===== config.mk =====
export PLATFORM = sky130hd
export DESIGN_NAME = smoothed_level_gate
export DESIGN_NICKNAME = d
export VERILOG_FILES = /design/src/design/slg_pkg.sv /design/src/design/slg_cfg_regs.sv /design/src/design/slg_filter.sv /design/src/design/slg_gate.sv /design/src/design/smoothed_level_gate.sv
export SDC_FILE = /design/constraint.sdc
export NUM_CORES = 2
export LEC_CHECK = 0
export BUFFER_PORTS_ARGS = -buffer_cell sky130_fd_sc_hd__buf_2
export CORE_MARGIN = 2
export CORE_UTILIZATION = 25
export DETAILED_ROUTE_END_ITERATION = 10
export PLACE_DENSITY_LB_ADDON = 0.2
export SYNTH_ARGS = -nofsm -noshare
export SYNTH_HDL_FRONTEND = slang
export SYNTH_SLANG_ARGS = --single-unit

===== constraint.sdc =====
create_clock -name clk -period 24.4 [get_ports clk]
set_clock_uncertainty 0.15 [all_clocks]
set_input_delay 2.44 -clock clk [delete_from_list [all_inputs] [get_ports clk]]
set_output_delay 2.44 -clock clk [all_outputs]
set_load 0.005 [all_outputs]

===== src/design/slg_pkg.sv =====
// Shared constants and types for the smoothed level gate.
// Fixed-point widths, register indexes, config and gate result structs.
// No dependencies.
package slg_pkg;

  localparam int FRAC_BITS    = 16;
  localparam int LVL_W        = FRAC_BITS + 1;
  localparam int RAW_W        = FRAC_BITS + 2;
  localparam int SMOOTH_SHIFT = 16;
  localparam int TIME_W       = 32;
  localparam int CFG_DATA_W   = 32;
  localparam int CFG_INDEX_W  = 3;

  localparam logic [LVL_W-1:0] ONE        = {1'b1, {FRAC_BITS{1'b0}}};
  localparam logic [LVL_W-1:0] SMOOTH_MIN = LVL_W'((1 << FRAC_BITS) / 100);

  localparam logic [LVL_W-1:0]  RST_SMOOTHING = LVL_W'((1 << FRAC_BITS) / 5);
  localparam logic [LVL_W-1:0]  RST_ON_TH     = LVL_W'(((1 << FRAC_BITS) * 3 + 2) / 5);
  localparam logic [LVL_W-1:0]  RST_OFF_TH    = LVL_W'(((1 << FRAC_BITS) * 2 + 2) / 5);

  localparam logic [CFG_INDEX_W-1:0] REG_SMOOTHING   = 3'd0;
  localparam logic [CFG_INDEX_W-1:0] REG_ON_THRESH   = 3'd1;
  localparam logic [CFG_INDEX_W-1:0] REG_OFF_THRESH  = 3'd2;
  localparam logic [CFG_INDEX_W-1:0] REG_DEADBAND    = 3'd3;
  localparam logic [CFG_INDEX_W-1:0] REG_DEBOUNCE_MS = 3'd4;

  typedef struct packed {
    logic [LVL_W-1:0]  smoothing;
    logic [LVL_W-1:0]  on_threshold;
    logic [LVL_W-1:0]  off_threshold;
    logic [LVL_W-1:0]  deadband;
    logic [TIME_W-1:0] debounce_ms;
  } slg_cfg_t;

  typedef struct packed {
    logic active;
    logic pressed;
    logic released;
  } slg_gate_res_t;

endpackage


===== src/design/slg_cfg_regs.sv =====
// Configuration register file for the smoothed level gate.
// Write-only; smoothing writes are clamped. Depends on slg_pkg.
module slg_cfg_regs
  import slg_pkg::*;
(
  input  logic                   clk,
  input  logic                   rst,
  input  logic                   cfg_we,
  input  logic [CFG_INDEX_W-1:0] cfg_index,
  input  logic [CFG_DATA_W-1:0]  cfg_wdata,
  output slg_cfg_t               cfg
);

  logic [LVL_W-1:0] wdata_lvl;
  logic [LVL_W-1:0] smoothing_clamped;

  assign wdata_lvl = cfg_wdata[LVL_W-1:0];

  always_comb begin
    if (wdata_lvl < SMOOTH_MIN) begin
      smoothing_clamped = SMOOTH_MIN;
    end else if (wdata_lvl > ONE) begin
      smoothing_clamped = ONE;
    end else begin
      smoothing_clamped = wdata_lvl;
    end
  end

  always_ff @(posedge clk) begin
    if (rst) begin
      cfg.smoothing     <= RST_SMOOTHING;
      cfg.on_threshold  <= RST_ON_TH;
      cfg.off_threshold <= RST_OFF_TH;
      cfg.deadband      <= '0;
      cfg.debounce_ms   <= '0;
    end else if (cfg_we) begin
      case (cfg_index)
        REG_SMOOTHING:   cfg.smoothing     <= smoothing_clamped;
        REG_ON_THRESH:   cfg.on_threshold  <= wdata_lvl;
        REG_OFF_THRESH:  cfg.off_threshold <= wdata_lvl;
        REG_DEADBAND:    cfg.deadband      <= wdata_lvl;
        REG_DEBOUNCE_MS: cfg.debounce_ms   <= cfg_wdata[TIME_W-1:0];
        default: ;
      endcase
    end
  end

endmodule


===== src/design/slg_filter.sv =====
// Level path: input clamp, EMA step with rounding, deadband on the reported level.
// Holds filter state, updated on each item. Depends on slg_pkg.
module slg_filter
  import slg_pkg::*;
(
  input  logic             clk,
  input  logic             rst,
  input  logic             en,
  input  logic [RAW_W-1:0] raw_level,
  input  slg_cfg_t         cfg,
  output logic [LVL_W-1:0] level
);

  localparam int PROD_W = 2 * LVL_W;

  logic               started;
  logic [LVL_W-1:0]   smoothed;
  logic [LVL_W-1:0]   reported;
  logic [LVL_W-1:0]   smoothed_next;
  logic [LVL_W-1:0]   reported_next;

  logic [LVL_W-1:0]   x;
  logic signed [LVL_W:0]   diff;
  logic [LVL_W-1:0]   mag;
  logic [PROD_W-1:0]  prod;
  logic [PROD_W:0]    prod_rnd;
  logic [LVL_W-1:0]   step;
  logic signed [LVL_W+1:0] sum;
  logic [LVL_W-1:0]   ema;
  logic [LVL_W-1:0]   gap;

  always_comb begin
    if (raw_level[RAW_W-1]) begin
      x = '0;
    end else if (raw_level[RAW_W-2:0] > ONE) begin
      x = ONE;
    end else begin
      x = raw_level[LVL_W-1:0];
    end
  end

  assign diff     = $signed({1'b0, x}) - $signed({1'b0, smoothed});
  assign mag      = diff[LVL_W] ? LVL_W'(-diff) : diff[LVL_W-1:0];
  assign prod     = mag * cfg.smoothing;
  assign prod_rnd = {1'b0, prod} + (PROD_W+1)'(1 << (SMOOTH_SHIFT - 1));
  assign step     = prod_rnd[SMOOTH_SHIFT +: LVL_W];

  always_comb begin
    if (diff[LVL_W]) begin
      sum = $signed({2'b00, smoothed}) - $signed({2'b00, step});
    end else begin
      sum = $signed({2'b00, smoothed}) + $signed({2'b00, step});
    end
    if (sum[LVL_W+1]) begin
      ema = '0;
    end else if (sum[LVL_W:0] > {1'b0, ONE}) begin
      ema = ONE;
    end else begin
      ema = sum[LVL_W-1:0];
    end
    gap = (ema >= reported) ? (ema - reported) : (reported - ema);

    if (!started) begin
      smoothed_next = x;
      reported_next = x;
    end else begin
      smoothed_next = ema;
      reported_next = (gap >= cfg.deadband) ? ema : reported;
    end
  end

  assign level = reported_next;

  always_ff @(posedge clk) begin
    if (rst) begin
      started  <= 1'b0;
      smoothed <= '0;
      reported <= '0;
    end else if (en) begin
      started  <= 1'b1;
      smoothed <= smoothed_next;
      reported <= reported_next;
    end
  end

endmodule


===== src/design/slg_gate.sv =====
// Gate path: hysteresis or raw flag selects the wanted state, then debounce.
// Holds gate and candidate state, updated on each item. Depends on slg_pkg.
module slg_gate
  import slg_pkg::*;
(
  input  logic              clk,
  input  logic              rst,
  input  logic              en,
  input  logic              op,
  input  logic              raw_on,
  input  logic [LVL_W-1:0]  level,
  input  logic [TIME_W-1:0] now_ms,
  input  slg_cfg_t          cfg,
  output slg_gate_res_t     res
);

  logic              gate_active;
  logic              cand_state;
  logic [TIME_W-1:0] cand_time;
  logic              want;
  logic              held;
  logic              next_active;

  always_comb begin
    if (op) begin
      want = raw_on;
    end else if (gate_active) begin
      want = level > cfg.off_threshold;
    end else begin
      want = level > cfg.on_threshold;
    end
  end

  // A fresh candidate has zero elapsed time, so only a zero hold passes it.
  assign held = (now_ms - cand_time) >= cfg.debounce_ms;

  always_comb begin
    if (want != cand_state) begin
      next_active = (cfg.debounce_ms == '0) ? want : gate_active;
    end else begin
      next_active = held ? cand_state : gate_active;
    end
  end

  assign res.active   = next_active;
  assign res.pressed  = next_active && !gate_active;
  assign res.released = !next_active && gate_active;

  always_ff @(posedge clk) begin
    if (rst) begin
      gate_active <= 1'b0;
      cand_state  <= 1'b0;
      cand_time   <= '0;
    end else if (en) begin
      gate_active <= next_active;
      if (want != cand_state) begin
        cand_state <= want;
        cand_time  <= now_ms;
      end
    end
  end

endmodule


===== src/design/smoothed_level_gate.sv =====
// Smoothed level gate: EMA level meter with a hysteresis/debounced on-off gate.
// Top level: input register, level and gate paths, result register.
// Depends on slg_pkg, slg_cfg_regs, slg_filter, slg_gate.
//
// Takes one sample item per cycle while the output side does not stall and
// returns exactly one result item per sample. An input register and a result
// register bracket the combinational work: one 17x17 multiply for the EMA step,
// rounding, clamp, deadband compare, threshold compare and debounce decision,
// with all state updated as the item moves into the result register. A stall
// on the output holds the whole pipe; s_tready follows m_tready and free slots.
// The user must write configuration through cfg_we/cfg_index/cfg_wdata while
// no item is in flight; the block does not enforce this.
module smoothed_level_gate
  import slg_pkg::*;
(
  input  logic                   clk,
  input  logic                   rst,
  input  logic                   cfg_we,
  input  logic [CFG_INDEX_W-1:0] cfg_index,
  input  logic [CFG_DATA_W-1:0]  cfg_wdata,
  input  logic                   s_tvalid,
  output logic                   s_tready,
  // raw_level[17:0], raw_on[18], sample_valid[19], now_ms[51:20], zero fill
  input  logic [55:0]            s_tdata,
  // op[0]
  input  logic [0:0]             s_tuser,
  output logic                   m_tvalid,
  input  logic                   m_tready,
  // valid_out[0], level[17:1], active[18], pressed[19], released[20], zero fill
  output logic [23:0]            m_tdata
);

  slg_cfg_t          cfg;

  logic              in_valid;
  logic              in_op;
  logic [RAW_W-1:0]  in_raw_level;
  logic              in_raw_on;
  logic              in_sample_valid;
  logic [TIME_W-1:0] in_now_ms;

  logic              advance;
  logic              fire;
  logic [LVL_W-1:0]  level;
  slg_gate_res_t     gate_res;

  logic              out_valid_out;
  logic [LVL_W-1:0]  out_level;
  slg_gate_res_t     out_gate;

  assign advance  = !m_tvalid || m_tready;
  assign fire     = in_valid && advance;
  assign s_tready = !in_valid || advance;

  slg_cfg_regs u_cfg (
    .clk       (clk),
    .rst       (rst),
    .cfg_we    (cfg_we),
    .cfg_index (cfg_index),
    .cfg_wdata (cfg_wdata),
    .cfg       (cfg)
  );

  slg_filter u_filter (
    .clk       (clk),
    .rst       (rst),
    .en        (fire),
    .raw_level (in_raw_level),
    .cfg       (cfg),
    .level     (level)
  );

  slg_gate u_gate (
    .clk    (clk),
    .rst    (rst),
    .en     (fire),
    .op     (in_op),
    .raw_on (in_raw_on),
    .level  (level),
    .now_ms (in_now_ms),
    .cfg    (cfg),
    .res    (gate_res)
  );

  always_ff @(posedge clk) begin
    if (rst) begin
      in_valid <= 1'b0;
    end else if (s_tready) begin
      in_valid <= s_tvalid;
    end
  end

  always_ff @(posedge clk) begin
    if (s_tready && s_tvalid) begin
      in_op           <= s_tuser[0];
      in_raw_level    <= s_tdata[17:0];
      in_raw_on       <= s_tdata[18];
      in_sample_valid <= s_tdata[19];
      in_now_ms       <= s_tdata[51:20];
    end
  end

  always_ff @(posedge clk) begin
    if (rst) begin
      m_tvalid <= 1'b0;
    end else if (advance) begin
      m_tvalid <= in_valid;
    end
  end

  always_ff @(posedge clk) begin
    if (fire) begin
      out_valid_out <= in_sample_valid;
      out_level     <= level;
      out_gate      <= gate_res;
    end
  end

  assign m_tdata = {3'b000, out_gate.released, out_gate.pressed, out_gate.active,
                    out_level, out_valid_out};

  a_level_range: assert property (@(posedge clk) disable iff (rst)
    m_tvalid |-> (out_level <= ONE))
    else $error("reported level above full scale");

  a_pressed_active: assert property (@(posedge clk) disable iff (rst)
    m_tvalid |-> (!out_gate.pressed || out_gate.active) &&
                 (!out_gate.released || !out_gate.active))
    else $error("gate edge disagrees with active state");

  a_smoothing_clamp: assert property (@(posedge clk) disable iff (rst)
    1'b1 |=> (cfg.smoothing >= SMOOTH_MIN) && (cfg.smoothing <= ONE))
    else $error("smoothing coefficient outside clamp");

  a_edge_follows: assert property (@(posedge clk) disable iff (rst)
    fire && gate_res.pressed |=> m_tvalid && out_gate.active)
    else $error("pressed item lost on the way out");

endmodule


Word level (Yosys, flattened, before mapping)
Cells that the tools add are included.
- add/subtract/negate cells: 8
- $mul: 1
- $lt $le $gt $ge: 9
- equal/unequal tests: 5
- multiplexer cells: 17
- reductions and logical operators: 18
- operators with widths (operator ; number):
    17-bit two-way mux ; 11
    17-bit by 17-bit subtractor with 18-bit output ; 2
    17-bit >= comparator ; 2
    17-bit > comparator ; 2
    17-bit > comparator, second input constant ; 2
    17-bit subtractor ; 2
    33-bit by 16-bit adder with 33-bit output, second input constant ; 1
    17-bit by 17-bit multiplier with 33-bit output ; 1
    32-bit >= comparator ; 1
    32-bit zero test ; 1
    32-bit subtractor ; 1
    19-bit two-way mux ; 1
    17-bit by 17-bit adder with 18-bit output ; 1
    18-bit by 17-bit > comparator with 1-bit output, second input constant ; 1
    17-bit by 10-bit < comparator with 1-bit output, second input constant ; 1
    17-bit negator ; 1
    2-bit AND reduction ; 6
    3-bit by 2-bit == test with 1-bit output, second input constant ; 2
    1-bit two-way mux ; 5
    1-bit logical AND ; 4
    1-bit zero test ; 4
    3-bit by 1-bit == test with 1-bit output, second input constant ; 1
    3-bit == test, second input constant ; 1
    3-bit zero test ; 1
    2 further kinds ; 3
- register bits: 245
- bits of input ports: 97
- output and inout bits: 26

Logic depth before layout (Yosys ltp)
- depth in word-level cells: 25
- depth in mapped cells: 93
- depth with buffers taken out: 84

Modules after synthesis
A second synthesis with hierarchy kept.
- cell total of the unflattened synthesis: 3237
- area total of the unflattened synthesis: 27527.7 µm²
- by module, submodules not included (module ; instances ; cells an instance ; area each (µm²) ; sequential area each (µm²)):
    slg_filter ; 1 ; 2041 ; 16423.3 ; 700.7
    slg_gate ; 1 ; 639 ; 4999.8 ; 680.7
    slg_cfg_regs ; 1 ; 468 ; 3744.8 ; 2001.9
    smoothed_level_gate ; 1 ; 89 ; 2359.8 ; 2262.2

Worst setup path before layout
No wires, ideal clock.
- path kind: register to register
- from: reg in_raw_level[0]
- to: reg u_gate.cand_time[10]
- setup time: 0.074 ns
- data arrival time: 19.423 ns
- setup slack: 4.754 ns
- stages on the path, launching flop included: 87
- clock period less this slack: 19.646 ns
- cells stage by stage: edfxtp_1 -> nor4_1 -> nand4_1 -> a21oi_1 -> clkbuf_1 -> and2_1 -> ha_1 -> buf_6 -> a21o_1 -> a21o_1 -> a221o_1 -> and4b_1 -> buf_2 -> nor2_1 -> clkbuf_1 -> clkbuf_1 -> o21ai_0 -> xnor2_1 -> (+51 left out) -> or2_2 -> clkbuf_1 -> buf_1 -> a32oi_1 -> o31ai_1 -> ha_1 -> nor2b_1 -> o21a_1 -> o21a_1 -> o21a_1 -> o21a_1 -> o21ai_0 -> a211oi_1 -> nor4_1 -> o2111ai_1 -> nand3_1 -> buf_1 -> mux2i_1
- word-level cells in the longest chain between the ends: 23
- elaborated cells on any way between the ends: 27
- classes of those cells: add/sub: 7; mul: 1; order compare: 6; eq/ne: 1; mux: 11; reduce/logical: 1
- ends and longest elaborated chain (element ; line ; source):
    start, declared ; smoothed_level_gate.sv:37 ; logic [RAW_W-1:0] in_raw_level;
    start signal, assigned ; smoothed_level_gate.sv:96 ; in_raw_level <= s_tdata[17:0];
    17-bit > comparator ; slg_filter.sv:35 ; end else if (raw_level[RAW_W-2:0] > ONE) begin
    17-bit two-way mux * ; slg_filter.sv:35 ;
    17-bit two-way mux * ; slg_filter.sv:33 ; if (raw_level[RAW_W-1]) begin
    17-bit by 17-bit subtractor with 18-bit output ; slg_filter.sv:42 ; assign diff = $signed({1'b0, x}) - $signed({1'b0, smoothed});
    17-bit negator ; slg_filter.sv:43 ; assign mag = diff[LVL_W] ? LVL_W'(-diff) : diff[LVL_W-1:0];
    17-bit two-way mux ; slg_filter.sv:43 ;
    17-bit by 17-bit multiplier with 33-bit output ; slg_filter.sv:44 ; assign prod = mag * cfg.smoothing;
    33-bit by 16-bit adder with 33-bit output ; slg_filter.sv:45 ; assign prod_rnd = {1'b0, prod} + (PROD_W+1)'(1 << (SMOOTH_SHIFT - 1));
    (+8 left out) ; -- ;
    17-bit two-way mux ; slg_filter.sv:68 ; reported_next = (gap >= cfg.deadband) ? ema : reported;
    17-bit two-way mux * ; slg_filter.sv:63 ; if (!started) begin
    named net level[1] ; smoothed_level_gate.sv:44 ; logic [LVL_W-1:0] level;
    17-bit > comparator (on tied branches) ; slg_gate.sv:30, slg_gate.sv:28 ;
    1-bit two-way mux * ; slg_gate.sv:27 ; end else if (gate_active) begin
    1-bit two-way mux * ; slg_gate.sv:25 ; if (op) begin
    1-bit != test * ; slg_gate.sv:56 ; if (want != cand_state) begin
    2-bit AND reduction (no line) * ; -- ;
    end signal, assigned ; slg_gate.sv:58 ; cand_time <= now_ms;
    end, declared ; slg_gate.sv:19 ; logic [TIME_W-1:0] cand_time;
The timed path passes the listed nets; every way through them passes the cells marked *.
A chain may end at the register's enable or synchronous reset.

Final worst setup path
- from: reg in_raw_level[9]
- to: reg u_gate.cand_time[27]
The elaborated chain is that of the path after synthesis.

==> impl_metrics.yaml <==
cts:
  cts_resized: 0
  clk_pin_slew_ns: 0.07
  clockBufferDepth: 3
  clock_latency_ns: 0.58
  cts_buffers: 27
  cts_root_buf: "clkbuf_16"
  post_cts_buffers: 0
  cts_tree: "built"
  h-tree-depth: 1
  clock-sinks: 245
  cts_hold_buffers: 0
sta:
  setup_violations: 0
  slew_viol_final: 0
  final_hold_viol_count: 0
  rsz0062_at_grt: "no"
  max_slew_margin_pct: 23.3
  holdWs_ns: 0.306
  fin_crit_ns: 22.72
  tns_ns: 0
  period_share_pct: 93.1
  fmax_mhz: 44.0
  worst_pin_slew_ns: 1.13
detailed_routing:
  drt-total-wl_mm: 84.1
  drt-initial-drc-count: 1225
  drtPass1Iterations: 5
  drc: 0
  routed_via_density: 4.68
  num_vias: 22208
  wl_per_cell_um: 17.7
  ant_nets: 0
cells_and_area:
  register_area_um2: 5650
  fillers: 11761
  area_growth_pct: 11.9
  drive_gt1_share_pct: 7.93
  stdcell_area_um2: 30600
  multi_input_area_um2: 19300
  fin_nets: 3947
  fin_cells: 4745
worst_setup_path:
  cp.arrival_ns: 23.06
  r2r_slack_ns: 1.68
  cp-end-kind: "flip-flop"
  cp_max_fo: 31
  cp_slowest_cell: "nor3_1"
  crit_path_start_kind: "flip-flop"
  crit_type: "reg -> reg"
  cp.required_ns: 24.74
  cp_slowest_stage_delay_ns: 0.93
min_path:
  hold_path.class: "reg -> reg"
floorplan:
  coreArea_um2: 109000
  die_w_um: 335
  ios: 123
  die_y_um: 335
  dieArea_um2: 112000
  initial_core_util_pct: 25.1
  rows: 121
synth:
  synth_area_um2: 27300
  synth-seq-cells: 245
  ys_types: 84
  synth-edff-count: 74
  synthTopCellsByArea: "fa_1 (17%), ha_1 (14%), dfxtp_1 (13%)"
  ys.flop_type: "dfxtp_1"
  syn_area_per_cell_um2: 8.45
  yosysWarningCount: 0
  yosysTopAreaCell: "fa_1"
  syn_inst: 3234
  synth.top_cell.area_share_pct: 16.7
  yosysSeqAreaShare_pct: 20.7
  synthArstFlopShare_pct: 0
global_route:
  antenna_found_initial: 6
  overflow: 0
  grt_pass1_wl_mm: 132
  grt_pass1_vias: 22161
  grt_max_degree: 145
  grt_usage_pct: 15.0
placed_design:
  gp_congestion: 0.860
  io_buffers: 115
  hpwlAfterDp_mm: 65.3
  placed_cell_area_um2: 29700
  placed_cells: 4693
status:
  status: "finished, final reports clean"
job:
  maxCapViolCount: 0
[placed cells by master, fill, tap and decap left out, types with 44 or more instances in the layout]
master / n
a21o_1: 67
a21oi_1: 203
and2_1: 170
buf_2: 114
buf_4: 63
dfxtp_1: 171
edfxtp_1: 74
fa_1: 228
ha_1: 314
inv_1: 488
nand2_1: 388
nand2b_1: 91
nor2_1: 146
nor2b_1: 44
o21ai_0: 67
xnor2_1: 75
[worst max-delay path: cells and delay by family, from the launching register on]
family,cells,cell delay (ns)
AOI/OAI and AO/OA,33,8.06
and+or+nand+nor,22,5.47
adders and majority gates,12,4.97
buffers and inverters,13,2.36
muxes,2,0.58
DFF,1,0.56
xor gates and xnor gates,3,0.38
[per-stage QoR]
| step | util, % | worst slack, ns |
|---|---|---|
| finish | 28.1 | 1.68 |
| global route | 28.1 | 0.0913 |
| CTS | 28.1 | 1.73 |
| detailed placement | 27.3 | 1.82 |
| global placement | 27.3 | 1.82 |
| floorplan | - | 4.75 |
[final timing paths]
kind | from | endpoint | cells past startpoint
max | in_raw_level[9] | u_gate.cand_time[27] | 85
min | u_cfg.cfg[44] | u_cfg.cfg[44] | 2
max reg2reg | in_raw_level[9] | u_gate.cand_time[27] | 85
min reg2reg | u_cfg.cfg[44] | u_cfg.cfg[44] | 2
[logic make-up (layout without fill, tap and decap cells)]
family | after synthesis | count (layout) | synth area share (%)
AO/OA/AOI/OAI | 620 | 620 | 15.2
XOR/XNOR | 106 | 106 | 3.40
adder cells (fa/ha/maj) | 543 | 543 | 31.1
buffers and inverters | 625 | 717 | 8.71
flip-flops | 245 | 245 | 20.7
multiplexers | 45 | 45 | 1.66
other | 1 | 6 | 0.0137
AND/OR/NAND/NOR | 1049 | 1049 | 19.3
[per-layer routing]
metal  GRT usage [%]  part of all wire, %
met5               0                0.021
met1            20.8                   47
met2            25.3                   47
met3            1.27                  3.9
met4            3.27                  1.8
[sequential cells by signal (all words and copies together), names as in the netlist]
register / cells
in_op: 1
u_gate.cand_time: 32
u_filter.reported: 17
out_level: 17
in_raw_level: 18
in_now_ms: 32
u_filter.started: 1
m_tvalid: 1
m_tdata: 3
u_cfg.cfg: 100
u_filter.smoothed: 17
out_valid_out: 1
u_gate.cand_state: 1
in_raw_on: 1
in_sample_valid: 1
in_valid: 1
u_gate.gate_active: 1
[Yosys cell counts (all sizes together) (13+ instances only)]
cell type / number
and2: 171
a21oi: 204
nand4: 29
a211oi: 25
a31oi: 23
ha: 314
dfxtp: 171
or2: 13
clkbuf: 111
nor2: 146
o211ai: 27
a21o: 67
o21bai: 20
and3: 17
fa: 228
nor3: 38
inv: 488
nand2b: 92
o31ai: 18
nand2: 388
o21ai: 72
a221oi: 23
nand3: 31
o21a: 28
xnor2: 76
edfxtp: 74
nor4: 28
buf: 25
nor2b: 44
a211o: 25
xor2: 30
mux2i: 42
[layout make-up]
cell class,instances,share of cell area (%)
Multi-Input combinational cell,2366,63.2
Sequential cell,245,18.5
Inverter,489,6.00
Tap cell,1414,5.78
Timing Repair Buffer,179,3.51
Clock buffer,33,2.31
Clock inverter,16,0.663
Antenna cell,3,0.0245
Power is left out: the tool's default activity adds up to more than one toggle a clock period on the data nets, which glitch-free logic cannot reach.
